===== src/hdl/lbt_pkg.sv =====
// lbt_pkg: field widths, reset constants, register indexes and types for
// the lane blob tracker. No dependencies.
package lbt_pkg;

  localparam int XW = 14;   // column, 1/16 pixel
  localparam int YW = 11;   // row, 1/16 pixel
  localparam int AW = 16;   // blob pixel count
  localparam int EW = 16;   // steering error
  localparam int CFG_IW = 3;
  localparam int CFG_DW = 16;

  // Geometry of the camera region, fixed point with FracBits fraction bits
  localparam int ImageWidth   = 640;
  localparam int RegionHeight = 90;
  localparam int FracBits     = 4;

  localparam logic [XW-1:0] LEFT_X0  = XW'((ImageWidth / 2) << FracBits);
  localparam logic [XW-1:0] RIGHT_X0 = XW'(450 << FracBits);
  localparam logic [YW-1:0] ROW_Y0   = YW'((RegionHeight / 2) << FracBits);

  localparam logic [AW-1:0] MIN_AREA_RST = AW'(100);
  localparam logic [XW-1:0] GATE_X_RST   = XW'(150 << FracBits);
  localparam logic [YW-1:0] GATE_Y_RST   = YW'(50 << FracBits);
  localparam logic [XW-1:0] JUMP_X_RST   = XW'(200 << FracBits);
  localparam logic [YW-1:0] JUMP_Y_RST   = YW'(60 << FracBits);

  // Configuration register indexes
  localparam logic [CFG_IW-1:0] REG_MIN_AREA = 3'd0;
  localparam logic [CFG_IW-1:0] REG_GATE_X   = 3'd1;
  localparam logic [CFG_IW-1:0] REG_GATE_Y   = 3'd2;
  localparam logic [CFG_IW-1:0] REG_JUMP_X   = 3'd3;
  localparam logic [CFG_IW-1:0] REG_JUMP_Y   = 3'd4;
  localparam logic [CFG_IW-1:0] REG_CENTER_X = 3'd5;

  localparam int NUM_LANES = 2;
  localparam int LANE_LEFT  = 0;
  localparam int LANE_RIGHT = 1;

  typedef struct packed {
    logic [XW-1:0] centroid_x;
    logic [YW-1:0] centroid_y;
    logic [AW-1:0] area;
    logic          first_blob;
    logic          last_blob;
  } blob_t;

  typedef struct packed {
    logic [XW-1:0] tx;
    logic [YW-1:0] ty;
    logic [XW-1:0] cx;
    logic [YW-1:0] cy;
    logic [XW-1:0] bdx;
    logic [YW-1:0] bdy;
  } lane_t;

  function automatic lane_t lane_init(input logic [XW-1:0] x0);
    lane_t l;
    l.tx  = x0;
    l.ty  = ROW_Y0;
    l.cx  = x0;
    l.cy  = ROW_Y0;
    l.bdx = '0;
    l.bdy = '0;
    return l;
  endfunction

  function automatic logic [XW-1:0] absdiff_x(input logic [XW-1:0] a,
                                              input logic [XW-1:0] b);
    return (a >= b) ? (a - b) : (b - a);
  endfunction

  function automatic logic [YW-1:0] absdiff_y(input logic [YW-1:0] a,
                                              input logic [YW-1:0] b);
    return (a >= b) ? (a - b) : (b - a);
  endfunction

endpackage


===== src/hdl/lbt_in_if.sv =====
// lbt_in_if: blob input channel, valid/ready with blob fields.
// Depends on lbt_pkg for field widths.
interface lbt_in_if;
  logic                    valid;
  logic                    ready;
  logic [lbt_pkg::XW-1:0]  centroid_x;
  logic [lbt_pkg::YW-1:0]  centroid_y;
  logic [lbt_pkg::AW-1:0]  area;
  logic                    first_blob;
  logic                    last_blob;

  modport source (output valid, centroid_x, centroid_y, area, first_blob, last_blob,
                  input ready);
  modport sink   (input valid, centroid_x, centroid_y, area, first_blob, last_blob,
                  output ready);
endinterface


===== src/hdl/lbt_out_if.sv =====
// lbt_out_if: track result channel, valid/ready with track and steering fields.
// Depends on lbt_pkg for field widths.
interface lbt_out_if;
  logic                          valid;
  logic                          ready;
  logic [lbt_pkg::XW-1:0]        left_x;
  logic [lbt_pkg::YW-1:0]        left_y;
  logic [lbt_pkg::XW-1:0]        right_x;
  logic [lbt_pkg::YW-1:0]        right_y;
  logic signed [lbt_pkg::EW-1:0] steer_error;

  modport source (output valid, left_x, left_y, right_x, right_y, steer_error,
                  input ready);
  modport sink   (input valid, left_x, left_y, right_x, right_y, steer_error,
                  output ready);
endinterface


===== src/hdl/lane_blob_tracker.sv =====
// lane_blob_tracker: top level, left/right lane line tracking from blobs.
// Depends on lbt_pkg, lbt_in_if and lbt_out_if.
//
// Usage:
//  - in_blob carries one labelled blob per beat: centroid (1/16 pixel),
//    area and first/last-of-frame marks. A beat moves on valid && ready.
//  - out_trk carries one beat per frame, on the blob marked last: both
//    tracks after the end-of-frame update and the steering error
//    2*image_center_x - left_x - right_x (1/16 pixel, two's complement).
//  - cfg_* writes one register per cycle when cfg_we is high; indexes 0..5
//    are min_area, gate_x, gate_y, jump_x, jump_y, image_center_x, others
//    are dropped. Write only while no blob is in flight.
// Timing:
//  - Two register stages: the accepted blob lands in the input register,
//    the lane compare/update logic runs from there and commits the track
//    state and, on a last blob, the output register.
//  - Throughput is one blob per cycle while no last blob waits on out_trk;
//    each blob that moves on rewrites the track state the next one sees.
//  - When out_trk stalls, blobs that are not last keep flowing; a last
//    blob waits in the input register until the output register frees.
// Reset (rst_n low, synchronous): registers to their defaults, tracks and
// candidates to the start positions, best distances to zero, no beats held.
module lane_blob_tracker (
  input  logic                          clk,
  input  logic                          rst_n,
  lbt_in_if.sink                        in_blob,
  lbt_out_if.source                     out_trk,
  input  logic                          cfg_we,
  input  logic [lbt_pkg::CFG_IW-1:0]    cfg_index,
  input  logic [lbt_pkg::CFG_DW-1:0]    cfg_data
);

  // ---------------- configuration registers ----------------
  logic [lbt_pkg::AW-1:0] min_area_r;
  logic [lbt_pkg::XW-1:0] gate_x_r;
  logic [lbt_pkg::YW-1:0] gate_y_r;
  logic [lbt_pkg::XW-1:0] jump_x_r;
  logic [lbt_pkg::YW-1:0] jump_y_r;
  logic [lbt_pkg::XW-1:0] center_x_r;

  always_ff @(posedge clk) begin
    if (!rst_n) begin
      min_area_r <= lbt_pkg::MIN_AREA_RST;
      gate_x_r   <= lbt_pkg::GATE_X_RST;
      gate_y_r   <= lbt_pkg::GATE_Y_RST;
      jump_x_r   <= lbt_pkg::JUMP_X_RST;
      jump_y_r   <= lbt_pkg::JUMP_Y_RST;
      center_x_r <= lbt_pkg::LEFT_X0;
    end else if (cfg_we) begin
      unique case (cfg_index)
        lbt_pkg::REG_MIN_AREA: min_area_r <= cfg_data[lbt_pkg::AW-1:0];
        lbt_pkg::REG_GATE_X:   gate_x_r   <= cfg_data[lbt_pkg::XW-1:0];
        lbt_pkg::REG_GATE_Y:   gate_y_r   <= cfg_data[lbt_pkg::YW-1:0];
        lbt_pkg::REG_JUMP_X:   jump_x_r   <= cfg_data[lbt_pkg::XW-1:0];
        lbt_pkg::REG_JUMP_Y:   jump_y_r   <= cfg_data[lbt_pkg::YW-1:0];
        lbt_pkg::REG_CENTER_X: center_x_r <= cfg_data[lbt_pkg::XW-1:0];
        default: ;  // unknown index: dropped
      endcase
    end
  end

  // ---------------- input register ----------------
  lbt_pkg::blob_t blob_r;
  logic           blob_vld_r;
  logic           out_vld_r;
  logic           out_free;
  logic           blob_go;   // input register commits this cycle
  logic           in_fire;

  assign out_free = !out_vld_r || out_trk.ready;
  // a non-last blob never needs the output slot
  assign blob_go  = blob_vld_r && (!blob_r.last_blob || out_free);
  assign in_blob.ready = !blob_vld_r || blob_go;
  assign in_fire  = in_blob.valid && in_blob.ready;

  always_ff @(posedge clk) begin
    if (!rst_n) begin
      blob_vld_r <= 1'b0;
    end else if (in_blob.ready) begin
      blob_vld_r <= in_blob.valid;
    end
  end

  always_ff @(posedge clk) begin
    if (in_fire) begin
      blob_r.centroid_x <= in_blob.centroid_x;
      blob_r.centroid_y <= in_blob.centroid_y;
      blob_r.area       <= in_blob.area;
      blob_r.first_blob <= in_blob.first_blob;
      blob_r.last_blob  <= in_blob.last_blob;
    end
  end

  // ---------------- lane logic ----------------
  lbt_pkg::lane_t lane_r   [lbt_pkg::NUM_LANES];
  lbt_pkg::lane_t lane_nxt [lbt_pkg::NUM_LANES];
  logic           big;

  assign big = blob_r.area > min_area_r;

  for (genvar k = 0; k < lbt_pkg::NUM_LANES; k++) begin : g_lane
    logic [lbt_pkg::XW-1:0] dx, bdx_cur, jx;
    logic [lbt_pkg::YW-1:0] dy, bdy_cur, jy;
    logic                   take;

    always_comb begin
      dx = lbt_pkg::absdiff_x(lane_r[k].tx, blob_r.centroid_x);
      dy = lbt_pkg::absdiff_y(lane_r[k].ty, blob_r.centroid_y);
      // first blob of a frame reloads the best distances before the compare
      bdx_cur = blob_r.first_blob ? dx : lane_r[k].bdx;
      bdy_cur = blob_r.first_blob ? dy : lane_r[k].bdy;
      take = big && (bdx_cur >= dx || bdy_cur >= dy) &&
             dx < gate_x_r && dy < gate_y_r;

      lane_nxt[k].bdx = (take || blob_r.first_blob) ? dx : lane_r[k].bdx;
      lane_nxt[k].bdy = (take || blob_r.first_blob) ? dy : lane_r[k].bdy;
      lane_nxt[k].cx  = take ? blob_r.centroid_x : lane_r[k].cx;
      lane_nxt[k].cy  = take ? blob_r.centroid_y : lane_r[k].cy;

      // end of frame: each axis follows its candidate unless it jumps too far
      jx = lbt_pkg::absdiff_x(lane_nxt[k].cx, lane_r[k].tx);
      jy = lbt_pkg::absdiff_y(lane_nxt[k].cy, lane_r[k].ty);
      lane_nxt[k].tx = (blob_r.last_blob && jx <= jump_x_r) ? lane_nxt[k].cx
                                                            : lane_r[k].tx;
      lane_nxt[k].ty = (blob_r.last_blob && jy <= jump_y_r) ? lane_nxt[k].cy
                                                            : lane_r[k].ty;
    end

    always_ff @(posedge clk) begin
      if (!rst_n) begin
        lane_r[k] <= lbt_pkg::lane_init((k == lbt_pkg::LANE_LEFT) ? lbt_pkg::LEFT_X0
                                                                  : lbt_pkg::RIGHT_X0);
      end else if (blob_go) begin
        lane_r[k] <= lane_nxt[k];
      end
    end
  end

  // ---------------- output register ----------------
  logic [lbt_pkg::EW-1:0] steer_nxt;

  // modulo 2^16, matches the wrap of the 16-bit field
  assign steer_nxt = {1'b0, center_x_r, 1'b0}
                   - lbt_pkg::EW'(lane_nxt[lbt_pkg::LANE_LEFT].tx)
                   - lbt_pkg::EW'(lane_nxt[lbt_pkg::LANE_RIGHT].tx);

  logic [lbt_pkg::XW-1:0] left_x_r, right_x_r;
  logic [lbt_pkg::YW-1:0] left_y_r, right_y_r;
  logic [lbt_pkg::EW-1:0] steer_r;

  always_ff @(posedge clk) begin
    if (!rst_n) begin
      out_vld_r <= 1'b0;
    end else if (out_free) begin
      out_vld_r <= blob_go && blob_r.last_blob;
    end
  end

  always_ff @(posedge clk) begin
    if (blob_go && blob_r.last_blob) begin
      left_x_r  <= lane_nxt[lbt_pkg::LANE_LEFT].tx;
      left_y_r  <= lane_nxt[lbt_pkg::LANE_LEFT].ty;
      right_x_r <= lane_nxt[lbt_pkg::LANE_RIGHT].tx;
      right_y_r <= lane_nxt[lbt_pkg::LANE_RIGHT].ty;
      steer_r   <= steer_nxt;
    end
  end

  assign out_trk.valid       = out_vld_r;
  assign out_trk.left_x      = left_x_r;
  assign out_trk.left_y      = left_y_r;
  assign out_trk.right_x     = right_x_r;
  assign out_trk.right_y     = right_y_r;
  assign out_trk.steer_error = steer_r;

endmodule


===== src/flat_wrapper.sv =====
// flat-port wrapper written by rule: the top's interface ports become plain ports
module lane_blob_tracker_flat 
  (clk, rst_n, cfg_we, cfg_index, cfg_data, in_blob_valid, in_blob_centroid_x, in_blob_centroid_y, in_blob_area, in_blob_first_blob, in_blob_last_blob, in_blob_ready, out_trk_valid, out_trk_left_x, out_trk_left_y, out_trk_right_x, out_trk_right_y, out_trk_steer_error, out_trk_ready);
  lbt_in_if in_blob_i ();
  lbt_out_if out_trk_i ();
  input  logic clk;
  input  logic rst_n;
  input  logic cfg_we;
  input  logic [lbt_pkg::CFG_IW-1:0] cfg_index;
  input  logic [lbt_pkg::CFG_DW-1:0] cfg_data;
  input wire logic [$bits(in_blob_i.valid)-1:0] in_blob_valid;
  input wire logic [$bits(in_blob_i.centroid_x)-1:0] in_blob_centroid_x;
  input wire logic [$bits(in_blob_i.centroid_y)-1:0] in_blob_centroid_y;
  input wire logic [$bits(in_blob_i.area)-1:0] in_blob_area;
  input wire logic [$bits(in_blob_i.first_blob)-1:0] in_blob_first_blob;
  input wire logic [$bits(in_blob_i.last_blob)-1:0] in_blob_last_blob;
  output wire logic [$bits(in_blob_i.ready)-1:0] in_blob_ready;
  output wire logic [$bits(out_trk_i.valid)-1:0] out_trk_valid;
  output wire logic [$bits(out_trk_i.left_x)-1:0] out_trk_left_x;
  output wire logic [$bits(out_trk_i.left_y)-1:0] out_trk_left_y;
  output wire logic [$bits(out_trk_i.right_x)-1:0] out_trk_right_x;
  output wire logic [$bits(out_trk_i.right_y)-1:0] out_trk_right_y;
  output wire logic [$bits(out_trk_i.steer_error)-1:0] out_trk_steer_error;
  input wire logic [$bits(out_trk_i.ready)-1:0] out_trk_ready;
  assign in_blob_i.valid = in_blob_valid;
  assign in_blob_i.centroid_x = in_blob_centroid_x;
  assign in_blob_i.centroid_y = in_blob_centroid_y;
  assign in_blob_i.area = in_blob_area;
  assign in_blob_i.first_blob = in_blob_first_blob;
  assign in_blob_i.last_blob = in_blob_last_blob;
  assign in_blob_ready = in_blob_i.ready;
  assign out_trk_valid = out_trk_i.valid;
  assign out_trk_left_x = out_trk_i.left_x;
  assign out_trk_left_y = out_trk_i.left_y;
  assign out_trk_right_x = out_trk_i.right_x;
  assign out_trk_right_y = out_trk_i.right_y;
  assign out_trk_steer_error = out_trk_i.steer_error;
  assign out_trk_i.ready = out_trk_ready;
  lane_blob_tracker u_core (.clk(clk), .rst_n(rst_n), .in_blob(in_blob_i), .out_trk(out_trk_i), .cfg_we(cfg_we), .cfg_index(cfg_index), .cfg_data(cfg_data));
endmodule

===== config.mk =====
export PLATFORM = sky130hd
export DESIGN_NAME = lane_blob_tracker_flat
export DESIGN_NICKNAME = d
export VERILOG_FILES = /design/src/hdl/lbt_pkg.sv /design/src/hdl/lbt_in_if.sv /design/src/hdl/lbt_out_if.sv /design/src/hdl/lane_blob_tracker.sv /design/src/flat_wrapper.sv
export SDC_FILE = /design/constraint.sdc
export NUM_CORES = 1
export LEC_CHECK = 0
export ABC_AREA = 1
export CAP_MARGIN = 20
export CELL_PAD_IN_SITES_DETAIL_PLACEMENT = 1
export CELL_PAD_IN_SITES_GLOBAL_PLACEMENT = 2
export CORE_ASPECT_RATIO = 2
export CORE_MARGIN = 2
export CORE_UTILIZATION = 43
export DETAILED_ROUTE_END_ITERATION = 16
export DONT_BUFFER_PORTS = 1
export PLACE_DENSITY_LB_ADDON = 0.1
export SYNTH_ARGS = -nofsm -noshare
export SYNTH_HDL_FRONTEND = slang
export SYNTH_SLANG_ARGS = --single-unit

===== constraint.sdc =====
create_clock -name clk -period 19.5 [get_ports clk]
set_input_delay 0 -clock clk [delete_from_list [all_inputs] [get_ports clk]]
set_output_delay 0 -clock clk [all_outputs]
set_load 0.01 [all_outputs]

==> flow_summary.yaml <==
run_status:
  status: "complete, no violations"
sta:
  hold_viol: 0
  hold-worst-slack_ns: 0.0351
  maxSlewViolCount: 0
  grt_setup_unrepaired: "false"
  fin_setup_tns_ns: 0
  clock.fmax_ghz: 0.0674
  setup_viol: 0
  slew_headroom: 0.271
  fin_crit_sh: 0.761
  period_needed_ns: 14.83
  worst_pin_slew_ns: 1.09
  finalClockSkew_ns: 0.0216
critical_path:
  crit_required_ns: 19.84
  cpMaxStageDelayCell: "o21ai_0"
  timing.critical_path.mode_cell: "nand2_1"
  crit_fanout: 50
  worstSetupEndpointType: "flip-flop"
  rrSetupSlack_ns: 4.67
  critPathKind: "reg -> reg"
  cp-start-kind: "flip-flop"
  r2r_cells: 72
  critPathMaxStageDelay_ns: 0.70
  critical_path_arrival_ns: 15.18
flow_run:
  drv_cap: 0
yosys:
  synthTopCellsByArea: "edfxtp_1 (29%), ha_1 (17%), nand2_1 (8.0%)"
  synth_cell_types: 58
  syn_inst: 3252
  yosysMostFrequentCell: "nand2_1"
  seq_area_frac_synth: 0.352
  synth_common_cells: "nand2_1 (573), inv_1 (508), ha_1 (369), a21oi_1 (280), edfxtp_1 (259)"
  avgSynthCellArea_um2: 8.23
  synthesis.area_um2: 26800
  synth_edf_count: 259
  yosys_warnings: 0
  synthDominantCellAreaShare: 0.290
  synth-seq-cells: 341
  yosysTopAreaCell: "edfxtp_1"
  syn_nets: 3717
  async_flop_share: 0
  synthFlopType: "edfxtp_1"
clock_network:
  cts.htree.levels: 2
  clk_latency_ns: 0.59
  cts_buffer_depth: 3
  clkSinkCount: 341
  cts_buffers: 36
  ctsRootBufferMaster: "clkbuf_16"
  cts_tree: "built"
  path_clk_slew_ns: 0.07
global_route:
  grtUsageTotal: 0.358
  grt_max_degree: 82
  grt.overflow.total: 0
  antenna_found_initial: 14
  grt_pass1_vias: 26100
  grt_pass1_wl_mm: 168
routing:
  dr.first_iter.drc_count: 1171
  dr.pass1.iters: 5
  wl_per_cell_um: 28.2
  remaining_drc_errors: 0
  ant_nets: 0
  viasPerCell: 5.75
  wl_mm: 117
  num_vias: 23800
die:
  dieArea_um2: 64400
  num_rows: 129
  core_um2: 61700
  die_w_um: 180
  ios: 135
  start_util: 0.434
  fp.dieH_um: 357
pwr:
  powerDensity_nw_per_um2: 172
  ir_drop_mv: 0.119
  p_leak_nw: 13.8
min_path:
  min_path_cells: 1
  hold_class: "in -> reg"
placement:
  numPortBuffers: 0
  gp_congestion: 1.00
  place_hpwl_mm: 92.1
layout:
  nets: 3784
  syn2layout_area_growth_pct: 11.0
  fill_cells: 7496
  drive_above_1_share: 0.0660
cells in the final DEF, fill, tap and decap left out, types with 8 or more instances in the layout:
cell,instances
diode_2,12
inv_2,24
o21bai_1,17
o21ai_0,247
nand4_1,23
mux2i_1,11
o211ai_1,24
o21ai_2,57
xnor2_1,28
clkbuf_8,8
dfxtp_1,82
fa_1,29
o21ai_1,13
inv_1,505
and2_1,16
nand2_2,21
nor2_1,257
o221ai_1,15
dlygate4sd3_1,84
clkbuf_16,37
nor3_1,17
a211oi_1,15
a21oi_1,278
a221oi_1,15
edfxtp_1,259
o21a_1,12
a31oi_1,11
ha_1,369
nand3_1,87
a21o_1,22
xor2_1,76
buf_4,22
nand2_1,573
logic make-up after synthesis:
kind of cell | share of synthesized area
buf+inv | 0.0889
fa+ha+maj | 0.194
flops | 0.352
simple gates | 0.160
mux | 0.00411
compound gates | 0.167
xor+xnor | 0.0340
layer usage:
metal  up-vias  routed length, um  GRT usage
li1      11000                  -          -
met1     11700              36200      0.309
met2       703              62800      0.686
met3       399               3690     0.0443
met4         2              14000      0.365
met5         -                 11          0
final timing paths:
check,to,startpoint
setup / recovery,u_core.out_trk.steer_error[15],u_core.lane_r[0][51]
hold / removal,u_core.blob_r[11],in_blob_area[9]
setup reg to reg,u_core.out_trk.steer_error[15],u_core.lane_r[0][51]
hold reg to reg,u_core.min_area_r[8],u_core.min_area_r[8]
report_power, final:
part	switching, mW	total, mW	internal (mW)
Clock	0.333	0.756	0.422
Sequential	0.0837	1.05	0.965
Combinational	2.23	3.31	1.08
registers in the layout (all words and copies together), names as in the netlist:
name,count
u_core.blob_r,43
u_core.blob_vld_r,1
u_core.center_x_r,14
u_core.gate_x_r,14
u_core.gate_y_r,11
u_core.jump_x_r,14
u_core.jump_y_r,11
u_core.lane_r,150
u_core.min_area_r,16
u_core.out_trk.left_x,14
u_core.out_trk.left_y,11
u_core.out_trk.right_x,14
u_core.out_trk.right_y,11
u_core.out_trk.steer_error,16
u_core.out_trk.valid,1
worst max-delay path: cells and delay by family, from the launching register on:
kind            cells  cell delay (ns)
fa+ha+maj           6             2.20
xor+xnor            1             0.37
simple gates       19             2.43
buf+inv             8             1.70
compound gates     38             7.24
flops               1             0.62
cell type report:
class,instances,area (um^2),share of cell area
multi-input combinational,2300,15000,0.505
sequential,341,9420,0.317
inverter,532,2000,0.0674
clock buffer,49,1050,0.0354
timing repair buffer,108,1040,0.0349
tap,786,983,0.0331
clock inverter,16,190,0.00640
antenna,12,30.0,0.00101
per-stage QoR:
| stage | std cells | total power [mW] | setup WS [ns] | util | instance area, um^2 |
|---|---|---|---|---|---|
| after floorplan | 3252 | 3.17 | 8.47 | - | 26800 |
| after global placement | 3981 | 4.19 | 4.21 | 0.447 | 27600 |
| after detailed placement | 3982 | 4.29 | 4.72 | 0.447 | 27600 |
| after CTS | 4132 | 5.11 | 4.67 | 0.481 | 29700 |
| after global routing | 4139 | 5.48 | 3.51 | 0.482 | 29700 |
| final | 4144 | 5.12 | 4.67 | 0.482 | 29700 |
repair_timing:
item	CTS	global route
resized for setup	0	0
endpoints found under the hold margin	159	0
hold buffers	85	0
buffers inserted	0	0
No activity file was read; power rests on OpenSTA's default activity.
